==> config.mk <==
export PLATFORM = sky130hd
export DESIGN_NAME = biquad_cascade_iir_q13
export DESIGN_NICKNAME = d
export VERILOG_FILES = /design/src/rtl/bqc_pkg.sv /design/src/rtl/biquad_cascade_iir_q13.sv /design/src/rtl/bqc_hist_mem.sv
export SDC_FILE = /design/constraint.sdc
export NUM_CORES = 2
export LEC_CHECK = 0
export BUFFER_PORTS_ARGS = -buffer_cell sky130_fd_sc_hd__buf_2
export CORE_ASPECT_RATIO = 1.5
export CORE_UTILIZATION = 45
export CTS_BUF_LIST = sky130_fd_sc_hd__clkbuf_8
export CTS_CLUSTER_DIAMETER = 150
export DETAILED_ROUTE_END_ITERATION = 8
export GPL_TIMING_DRIVEN = 0
export MAX_ROUTING_LAYER = met4
export PLACE_DENSITY = 0.63
export SLEW_MARGIN = 25
export SYNTH_ARGS = -nofsm -noshare
export SYNTH_HDL_FRONTEND = slang
export SYNTH_SLANG_ARGS = --single-unit
==> constraint.sdc <==
create_clock -name clk -period 9.2 [get_ports clk]
set_clock_uncertainty 0.2 [all_clocks]
set_input_delay 0.46 -clock clk [delete_from_list [all_inputs] [get_ports clk]]
set_output_delay 0.46 -clock clk [all_outputs]
set_load 0.01 [all_outputs]
==> src/rtl/bqc_pkg.sv <==
// Shared types, constants and helpers for the cascaded biquad IIR filter.
// No dependencies; used by bqc_hist_mem and biquad_cascade_iir_q13.
package bqc_pkg;

  localparam int NUM_SECTIONS = 4;
  localparam int SEC_W        = (NUM_SECTIONS > 1) ? $clog2(NUM_SECTIONS) : 1;
  localparam int SAMPLE_W     = 16;
  localparam int COEF_W       = 16;
  localparam int ACC_W        = 32;
  localparam int FRAC_BITS    = 13;
  localparam int SHIFT_W      = 4;
  localparam int CFG_IDX_W    = 3;
  localparam int CFG_DATA_W   = 64;

  // configuration register indexes
  localparam logic [CFG_IDX_W-1:0] REG_FF0    = 3'd0;
  localparam logic [CFG_IDX_W-1:0] REG_FF1    = 3'd1;
  localparam logic [CFG_IDX_W-1:0] REG_FF2    = 3'd2;
  localparam logic [CFG_IDX_W-1:0] REG_FB0    = 3'd3;
  localparam logic [CFG_IDX_W-1:0] REG_FB1    = 3'd4;
  localparam logic [CFG_IDX_W-1:0] REG_SHIFTS = 3'd5;

  // product taps of one section
  localparam logic [2:0] TAP_B0 = 3'd0;
  localparam logic [2:0] TAP_B1 = 3'd1;
  localparam logic [2:0] TAP_B2 = 3'd2;
  localparam logic [2:0] TAP_A1 = 3'd3;
  localparam logic [2:0] TAP_A2 = 3'd4;

  // one history row per section
  typedef struct packed {
    logic signed [SAMPLE_W-1:0] x1;
    logic signed [SAMPLE_W-1:0] x2;
    logic signed [SAMPLE_W-1:0] y1;
    logic signed [SAMPLE_W-1:0] y2;
  } hist_row_t;

  typedef struct packed {
    logic             rd_en;
    logic             wr_en;
    logic [SEC_W-1:0] addr;
    hist_row_t        wdata;
  } hist_port_t;

  function automatic logic signed [COEF_W-1:0] pick16(input logic [CFG_DATA_W-1:0] w,
                                                      input logic [1:0] f);
    return w[COEF_W*f +: COEF_W];
  endfunction

endpackage

==> src/rtl/biquad_cascade_iir_q13.sv <==
// Cascaded biquad IIR filter (direct form I, Q13), top level.
// Takes a new sample only while idle, after the previous result is loaded into the output register;
// each section runs on one shared 16x16 multiply-accumulate (history read, five products,
// add, write back).
// Reset clears control state, coefficients, shifts and all section history.
// Depends on bqc_pkg and bqc_hist_mem.
module biquad_cascade_iir_q13 (
  input  logic        clk,
  input  logic        rst,
  input  logic        s_tvalid,
  output logic        s_tready,
  input  logic [15:0] s_tdata,   // [15:0] sample_in
  input  logic        s_tlast,   // in_last
  output logic        m_tvalid,
  input  logic        m_tready,
  output logic [15:0] m_tdata,   // [15:0] sample_out
  output logic        m_tlast,   // out_last
  input  logic        cfg_valid,
  output logic        cfg_ready,
  input  logic [bqc_pkg::CFG_IDX_W-1:0]  cfg_index,
  input  logic [bqc_pkg::CFG_DATA_W-1:0] cfg_data
);
  import bqc_pkg::*;

  localparam logic [2:0] ST_IDLE = 3'd0;
  localparam logic [2:0] ST_READ = 3'd1;
  localparam logic [2:0] ST_MAC  = 3'd2;
  localparam logic [2:0] ST_ACC  = 3'd3;
  localparam logic [2:0] ST_WB   = 3'd4;
  localparam logic [2:0] ST_OUT  = 3'd5;

  logic [2:0]                 state;
  logic [CFG_DATA_W-1:0]      ff_word [3];
  logic [CFG_DATA_W-1:0]      fb_word [2];
  logic [SHIFT_W*(NUM_SECTIONS+1)-1:0] shifts;

  logic [SEC_W-1:0]           sec;
  logic [2:0]                 tap;
  logic signed [SAMPLE_W-1:0] cur;
  logic                       last;
  logic signed [ACC_W-1:0]    prod;
  logic                       prod_sub;
  logic                       prod_valid;
  logic signed [ACC_W-1:0]    acc;

  logic                       out_valid;
  logic [SAMPLE_W-1:0]        out_data;
  logic                       out_last;

  hist_port_t                 hport;
  hist_row_t                  hrow;

  logic signed [SAMPLE_W-1:0] op_x;
  logic signed [COEF_W-1:0]   op_c;
  logic [3:0]                 ff_idx;
  logic [2:0]                 fb_idx;
  logic signed [SAMPLE_W-1:0] sec_y;
  logic [SHIFT_W-1:0]         sec_shift;
  logic signed [SAMPLE_W-1:0] in_shifted;
  logic signed [ACC_W-1:0]    acc_next;
  logic                       sec_is_last;

  bqc_hist_mem u_hist (
    .clk   (clk),
    .rst   (rst),
    .port  (hport),
    .rdata (hrow)
  );

  assign cfg_ready = 1'b1;
  assign s_tready  = (state == ST_IDLE);
  assign m_tvalid  = out_valid;
  assign m_tdata   = out_data;
  assign m_tlast   = out_last;

  assign in_shifted  = $signed(s_tdata) >>> shifts[SHIFT_W-1:0];
  assign sec_y       = acc[FRAC_BITS +: SAMPLE_W];
  assign sec_shift   = shifts[SHIFT_W*(32'(sec)+1) +: SHIFT_W];
  assign sec_is_last = (32'(sec) == NUM_SECTIONS - 1);

  // operand select for the shared multiplier
  always_comb begin
    ff_idx = 4'(3 * 32'(sec)) + 4'(tap);
    fb_idx = 3'(2 * 32'(sec)) + ((tap == TAP_A2) ? 3'd1 : 3'd0);
    unique case (tap)
      TAP_B0:  op_x = cur;
      TAP_B1:  op_x = hrow.x1;
      TAP_B2:  op_x = hrow.x2;
      TAP_A1:  op_x = hrow.y1;
      default: op_x = hrow.y2;
    endcase
    if (tap == TAP_A1 || tap == TAP_A2) begin
      op_c = pick16(fb_word[fb_idx[2]], fb_idx[1:0]);
    end else begin
      op_c = pick16(ff_word[ff_idx[3:2]], ff_idx[1:0]);
    end
  end

  always_comb begin
    acc_next = acc;
    if (prod_valid) begin
      acc_next = prod_sub ? acc - prod : acc + prod;
    end
  end

  // history port: read at section start, write back after the sum
  always_comb begin
    hport.rd_en    = (state == ST_READ);
    hport.wr_en    = (state == ST_WB);
    hport.addr     = sec;
    hport.wdata.x1 = cur;
    hport.wdata.x2 = hrow.x1;
    hport.wdata.y1 = sec_y;
    hport.wdata.y2 = hrow.y1;
  end

  always_ff @(posedge clk) begin
    if (rst) begin
      ff_word[0] <= '0;
      ff_word[1] <= '0;
      ff_word[2] <= '0;
      fb_word[0] <= '0;
      fb_word[1] <= '0;
      shifts     <= '0;
    end else if (cfg_valid) begin
      unique case (cfg_index)
        REG_FF0:    ff_word[0] <= cfg_data;
        REG_FF1:    ff_word[1] <= cfg_data;
        REG_FF2:    ff_word[2] <= cfg_data;
        REG_FB0:    fb_word[0] <= cfg_data;
        REG_FB1:    fb_word[1] <= cfg_data;
        REG_SHIFTS: shifts     <= cfg_data[SHIFT_W*(NUM_SECTIONS+1)-1:0];
        default:    ;
      endcase
    end
  end

  always_ff @(posedge clk) begin
    if (rst) begin
      state      <= ST_IDLE;
      sec        <= '0;
      tap        <= TAP_B0;
      prod_valid <= 1'b0;
      out_valid  <= 1'b0;
    end else begin
      // drop the beat once taken, unless a new one loads this cycle
      if (out_valid && m_tready && state != ST_OUT) begin
        out_valid <= 1'b0;
      end
      unique case (state)
        ST_IDLE: begin
          if (s_tvalid) begin
            cur   <= in_shifted;
            last  <= s_tlast;
            sec   <= '0;
            state <= ST_READ;
          end
        end
        ST_READ: begin
          acc   <= '0;
          tap   <= TAP_B0;
          state <= ST_MAC;
        end
        ST_MAC: begin
          prod       <= op_x * op_c;
          prod_sub   <= (tap == TAP_A1 || tap == TAP_A2);
          prod_valid <= 1'b1;
          acc        <= acc_next;
          tap        <= tap + 3'd1;
          if (tap == TAP_A2) begin
            state <= ST_ACC;
          end
        end
        ST_ACC: begin
          // fold in the last product
          acc        <= acc_next;
          prod_valid <= 1'b0;
          state      <= ST_WB;
        end
        ST_WB: begin
          cur <= sec_y >>> sec_shift;
          if (sec_is_last) begin
            state <= ST_OUT;
          end else begin
            sec   <= sec + 1'b1;
            state <= ST_READ;
          end
        end
        ST_OUT: begin
          // hold until the output register is free
          if (!out_valid || m_tready) begin
            out_valid <= 1'b1;
            out_data  <= cur;
            out_last  <= last;
            state     <= ST_IDLE;
          end
        end
        default: state <= ST_IDLE;
      endcase
    end
  end

endmodule

==> src/rtl/bqc_hist_mem.sv <==
// History memory of the biquad cascade: one row {x1,x2,y1,y2} per section.
// Depends on bqc_pkg. Registered read; rows never written read as zero.
module bqc_hist_mem (
  input  logic              clk,
  input  logic              rst,
  input  bqc_pkg::hist_port_t port,
  output bqc_pkg::hist_row_t  rdata
);
  import bqc_pkg::*;

  hist_row_t                mem [NUM_SECTIONS];
  logic [NUM_SECTIONS-1:0]  row_valid;
  hist_row_t                rd_row;
  logic                     rd_valid;

  always_ff @(posedge clk) begin
    if (port.wr_en) begin
      mem[port.addr] <= port.wdata;
    end
    if (port.rd_en) begin
      rd_row <= mem[port.addr];
    end
  end

  always_ff @(posedge clk) begin
    if (rst) begin
      row_valid <= '0;
      rd_valid  <= 1'b0;
    end else begin
      if (port.wr_en) begin
        row_valid[port.addr] <= 1'b1;
      end
      if (port.rd_en) begin
        rd_valid <= row_valid[port.addr];
      end
    end
  end

  assign rdata = rd_valid ? rd_row : '0;

endmodule
==> flow_summary_export.csv <==
group,metric,value,unit
timing,worstMarginPinSlew,1.12,ns
min_path,min_delay_path_depth,4,
grt,grt_remaining_overflow,0,
grt,grt_antenna_before_repair,2,
timing,timing.final.max_slew_violations,0,
outcome,outcome,"finished clean",
timing,finalHoldViolCount,0,
worst_setup_path,critPathMaxStageDelay,0.59,ns
floorplanning,die_area,94100,sq um
cts,clk_path_buf_depth,3,
placement,routabilityCongestion,0.936,
worst_setup_path,setup.reg_to_reg.worst_slack,0.19,ns
grt,grt_first_pass_wirelength,168000,um
cts,ctsRootBufferMaster,"sky130_fd_sc_hd__clkbuf_8",
min_path,worstHoldPathType,"in2reg",
grt,number_of_global_route_vias_before_repair,27455,
placement,place.detailed.instances,4338,
detailed_routing,dr_total_vias,25801,
floorplanning,die_height,375,um
cts,tritoncts,"built",
timing,finalSetupViolations,0,
worst_setup_path,cp_max_fo,10,
min_path,hp_start,"s_tdata[14]",
worst_setup_path,reg2reg_to,"prod[28]",
detailed_routing,viasPerCell,5.56,
timing,slew_headroom,25.3,%
layout,post_layout_nonfiller_instances,4640,
cts,clock_insertion_delay_at_the_later_pin_of_the_skew_report,0.81,ns
worst_setup_path,start_kind,"flop",
synthesis,postSynthCellCount,3021,
timing,grt_setup_unrepaired,"true",
grt,grt_usage,25.2,%
synthesis,number_of_flops_mapped_to_enable_cells_by_yosys,733,
grt,grt_max_degree,49,
layout,syn2layout_area_growth,14.6,%
timing,final.period_utilization,97.9,%
cts,cts_made_buffers,114,
job,max-cap-violations,0,
worst_setup_path,crit_type,"reg2reg",
layout,mostFrequentLayoutCell,"sky130_fd_sc_hd__edfxtp_1",
detailed_routing,drt_drc_violations_left,0,
timing,post-route-min-period,9.01,ns
layout,design.final.nets,3822,
layout,layout.cells.most_common_list,"sky130_fd_sc_hd__edfxtp_1, sky130_fd_sc_hd__inv_1, sky130_fd_sc_hd__nand2_1, sky130_fd_sc_hd__fa_1, sky130_fd_sc_hd__nor2_1",
worst_setup_path,startpoint_of_the_worst_slack_reg_to_reg_timing_path,"tap[1]",
cts,cts.reportedPaths.clkPinSlew,0.06,ns
synthesis,synth_nets,3471,
timing,maxClockFrequency,111,MHz
worst_setup_path,worstPathArrival,9.33,ns
cts,cts-htree-levels,3,
min_path,min_delay_worst_endpoint,"cur[14]",
worst_setup_path,wp_data_required,9.52,ns
synthesis,synth_area,41800,sq um
worst_setup_path,cpMostUsedCell,"sky130_fd_sc_hd__fa_1",
floorplanning,ios,109,
synthesis,ys_seq_elements,768,
placement,quantity_of_i_o_buffers_inserted_on_ports,105,
synthesis,yosys_most_used_dff,"sky130_fd_sc_hd__edfxtp_1",
floorplanning,row_count,136,
synthesis,synth-async-reset-ratio,0,%
layout,drive_above_1_share,17.5,%
worst_setup_path,worst-r2r-cell-count,31,
floorplanning,floorplan.core_area,91900,sq um
layout,fillCellCount,7810,
synthesis,synthesis_warning_total,0,
detailed_routing,drtIter0Drc,1714,
detailed_routing,drt_wl_total,112000,um
floorplanning,initial_standard_cell_utilization_of_the_core,45.5,%
cts,cts_num_sinks,768,
floorplanning,chipWidth,251,um
detailed_routing,drt-wirelength-per-cell,24.2,um
placement,detailed_place_hpwl,85700,um
synthesis,netlist-cell-type-count,68,
worst_setup_path,worst_setup_path_end_kind,"flop",
worst_setup_path,timing.critical_path.slowest_stage_cell,"sky130_fd_sc_hd__fa_1",
synthesis,synth.avg_cell_area,13.8,sq um
synthesis,yosysSeqAreaShare,54.3,%
detailed_routing,drt_pre_antenna_iters,5,
detailed_routing,residual_antenna_violating_net_count_after_detailed_routing,0,
[cells in the mapped netlist, types with 12 or more instances]
cell                       instances  area (sq um)
sky130_fd_sc_hd__xor2_1           17           149
sky130_fd_sc_hd__nor2b_1          18           113
sky130_fd_sc_hd__a222oi_1         16           160
sky130_fd_sc_hd__clkbuf_1         78           293
sky130_fd_sc_hd__a21o_1           24           180
sky130_fd_sc_hd__a22oi_1          18           135
sky130_fd_sc_hd__dfxtp_1          35           701
sky130_fd_sc_hd__mux4_2          155          3490
sky130_fd_sc_hd__nor2_1          231           867
sky130_fd_sc_hd__edfxtp_1        733         22000
sky130_fd_sc_hd__nor3_1           17          85.1
sky130_fd_sc_hd__a21oi_1         110           551
sky130_fd_sc_hd__o21a_1           12          90.1
sky130_fd_sc_hd__and2_1          184          1150
sky130_fd_sc_hd__a22o_1           17           149
sky130_fd_sc_hd__o21ai_0          49           245
sky130_fd_sc_hd__a31oi_1          12          75.1
sky130_fd_sc_hd__buf_1            15          56.3
sky130_fd_sc_hd__inv_1           307          1150
sky130_fd_sc_hd__fa_1            242          4840
sky130_fd_sc_hd__nand3_1          26           130
sky130_fd_sc_hd__a211oi_1         24           180
sky130_fd_sc_hd__mux2i_1          78           781
sky130_fd_sc_hd__xnor2_1          72           631
sky130_fd_sc_hd__ha_1            119          1490
sky130_fd_sc_hd__nand2b_1         21           131
sky130_fd_sc_hd__nand2_1         247           927
sky130_fd_sc_hd__buf_2            34           170
[layout make-up]
cell class	count	area [sq um]	area share, %
Timing Repair Buffer	238	1930	4.02
Buffer	132	662	1.38
Tap cell	1173	1470	3.06
Sequential cell	768	22700	47.4
Inverter	311	1170	2.44
Clock buffer	120	1650	3.45
Antenna cell	2	5.00	0.0104
Multi-Input combinational cell	1807	17700	37.0
Clock inverter	89	567	1.18
[cells by family after synthesis]
| group | Yosys count | share of synthesized area [%] |
|---|---|---|
| and+or+nand+nor | 787 | 8.92 |
| DFF | 768 | 54.3 |
| buffers and inverters | 446 | 4.17 |
| adders and majority gates | 361 | 15.2 |
| AOI/OAI and AO/OA | 326 | 5.07 |
| muxes | 243 | 10.5 |
| xor gates and xnor gates | 89 | 1.86 |
| other | 1 | 0.00897 |
[worst max path at each step]
stage,start,end,slack (ns),cells past startpoint
4_1_cts,tap[1],prod[28],0.03,34
3_5_place_dp,sec[0],prod[28],-1.68,33
5_1_grt,tap[1],prod[26],-0.08,35
6_report,tap[1],prod[28],0.19,31
2_1_floorplan,tap[1],prod[28],0.64,33
3_3_place_gp,state[2],acc[6],-2.71,4
[per-stage QoR]
stage	instance area, sq um	setup slack, ns	TNS [ns]	hold slack, ns	utilization (%)
global placement	43800	-2.71	-152.94	0.203	47.7
detailed placement	44400	-1.68	-20.09	0.226	48.4
global route	47900	-0.0761	-0.257	0.0916	52.1
floorplan	41800	0.644	0	0.200	-
finish	47900	0.192	0	0.0711	52.1
CTS	47800	0.0256	0	0.0100	52.0
[layer usage]
layer	share of wire [%]	wire (um)	global-route usage, %	vias to the layer above
met5	0	0	-	-
met1	35	39700	27.0	13207
met3	5.1	5710	2.85	251
li1	-	-	-	11460
met2	53	59900	44.8	883
met4	6.3	7080	14.8	0
[registers in the layout (all words and copies together) (netlist names), 3 cells and up]
| signal | flops |
|---|---|
| u_hist.mem | 256 |
| ff_word | 192 |
| fb_word | 128 |
| u_hist.rd_row | 64 |
| acc | 29 |
| prod | 29 |
| shifts | 20 |
| cur | 16 |
| m_tdata | 16 |
| u_hist.row_valid | 4 |
| state | 3 |
| tap | 3 |
[worst max-delay path: cells and delay by family, from the launching register on]
kind,cells,cell delay (ns)
multiplexers,2,0.45
adder cells (fa/ha/maj),10,4.64
AND/OR/NAND/NOR,2,0.23
AO/OA/AOI/OAI,9,1.75
buffers and inverters,7,0.93
flip-flops,1,0.38
XOR/XNOR,1,0.15
[what timing repair did]
action,in CTS,in global routing
setup endpoints to repair,18,13
endpoints found under the hold margin,345,0
buffers inserted,22,4
hold buffers,67,0
pin swaps,15,8
gates resized for setup,66,30
Power is left out: the tool's default activity adds up to more than one toggle a clock period on the data nets, which glitch-free logic cannot reach.
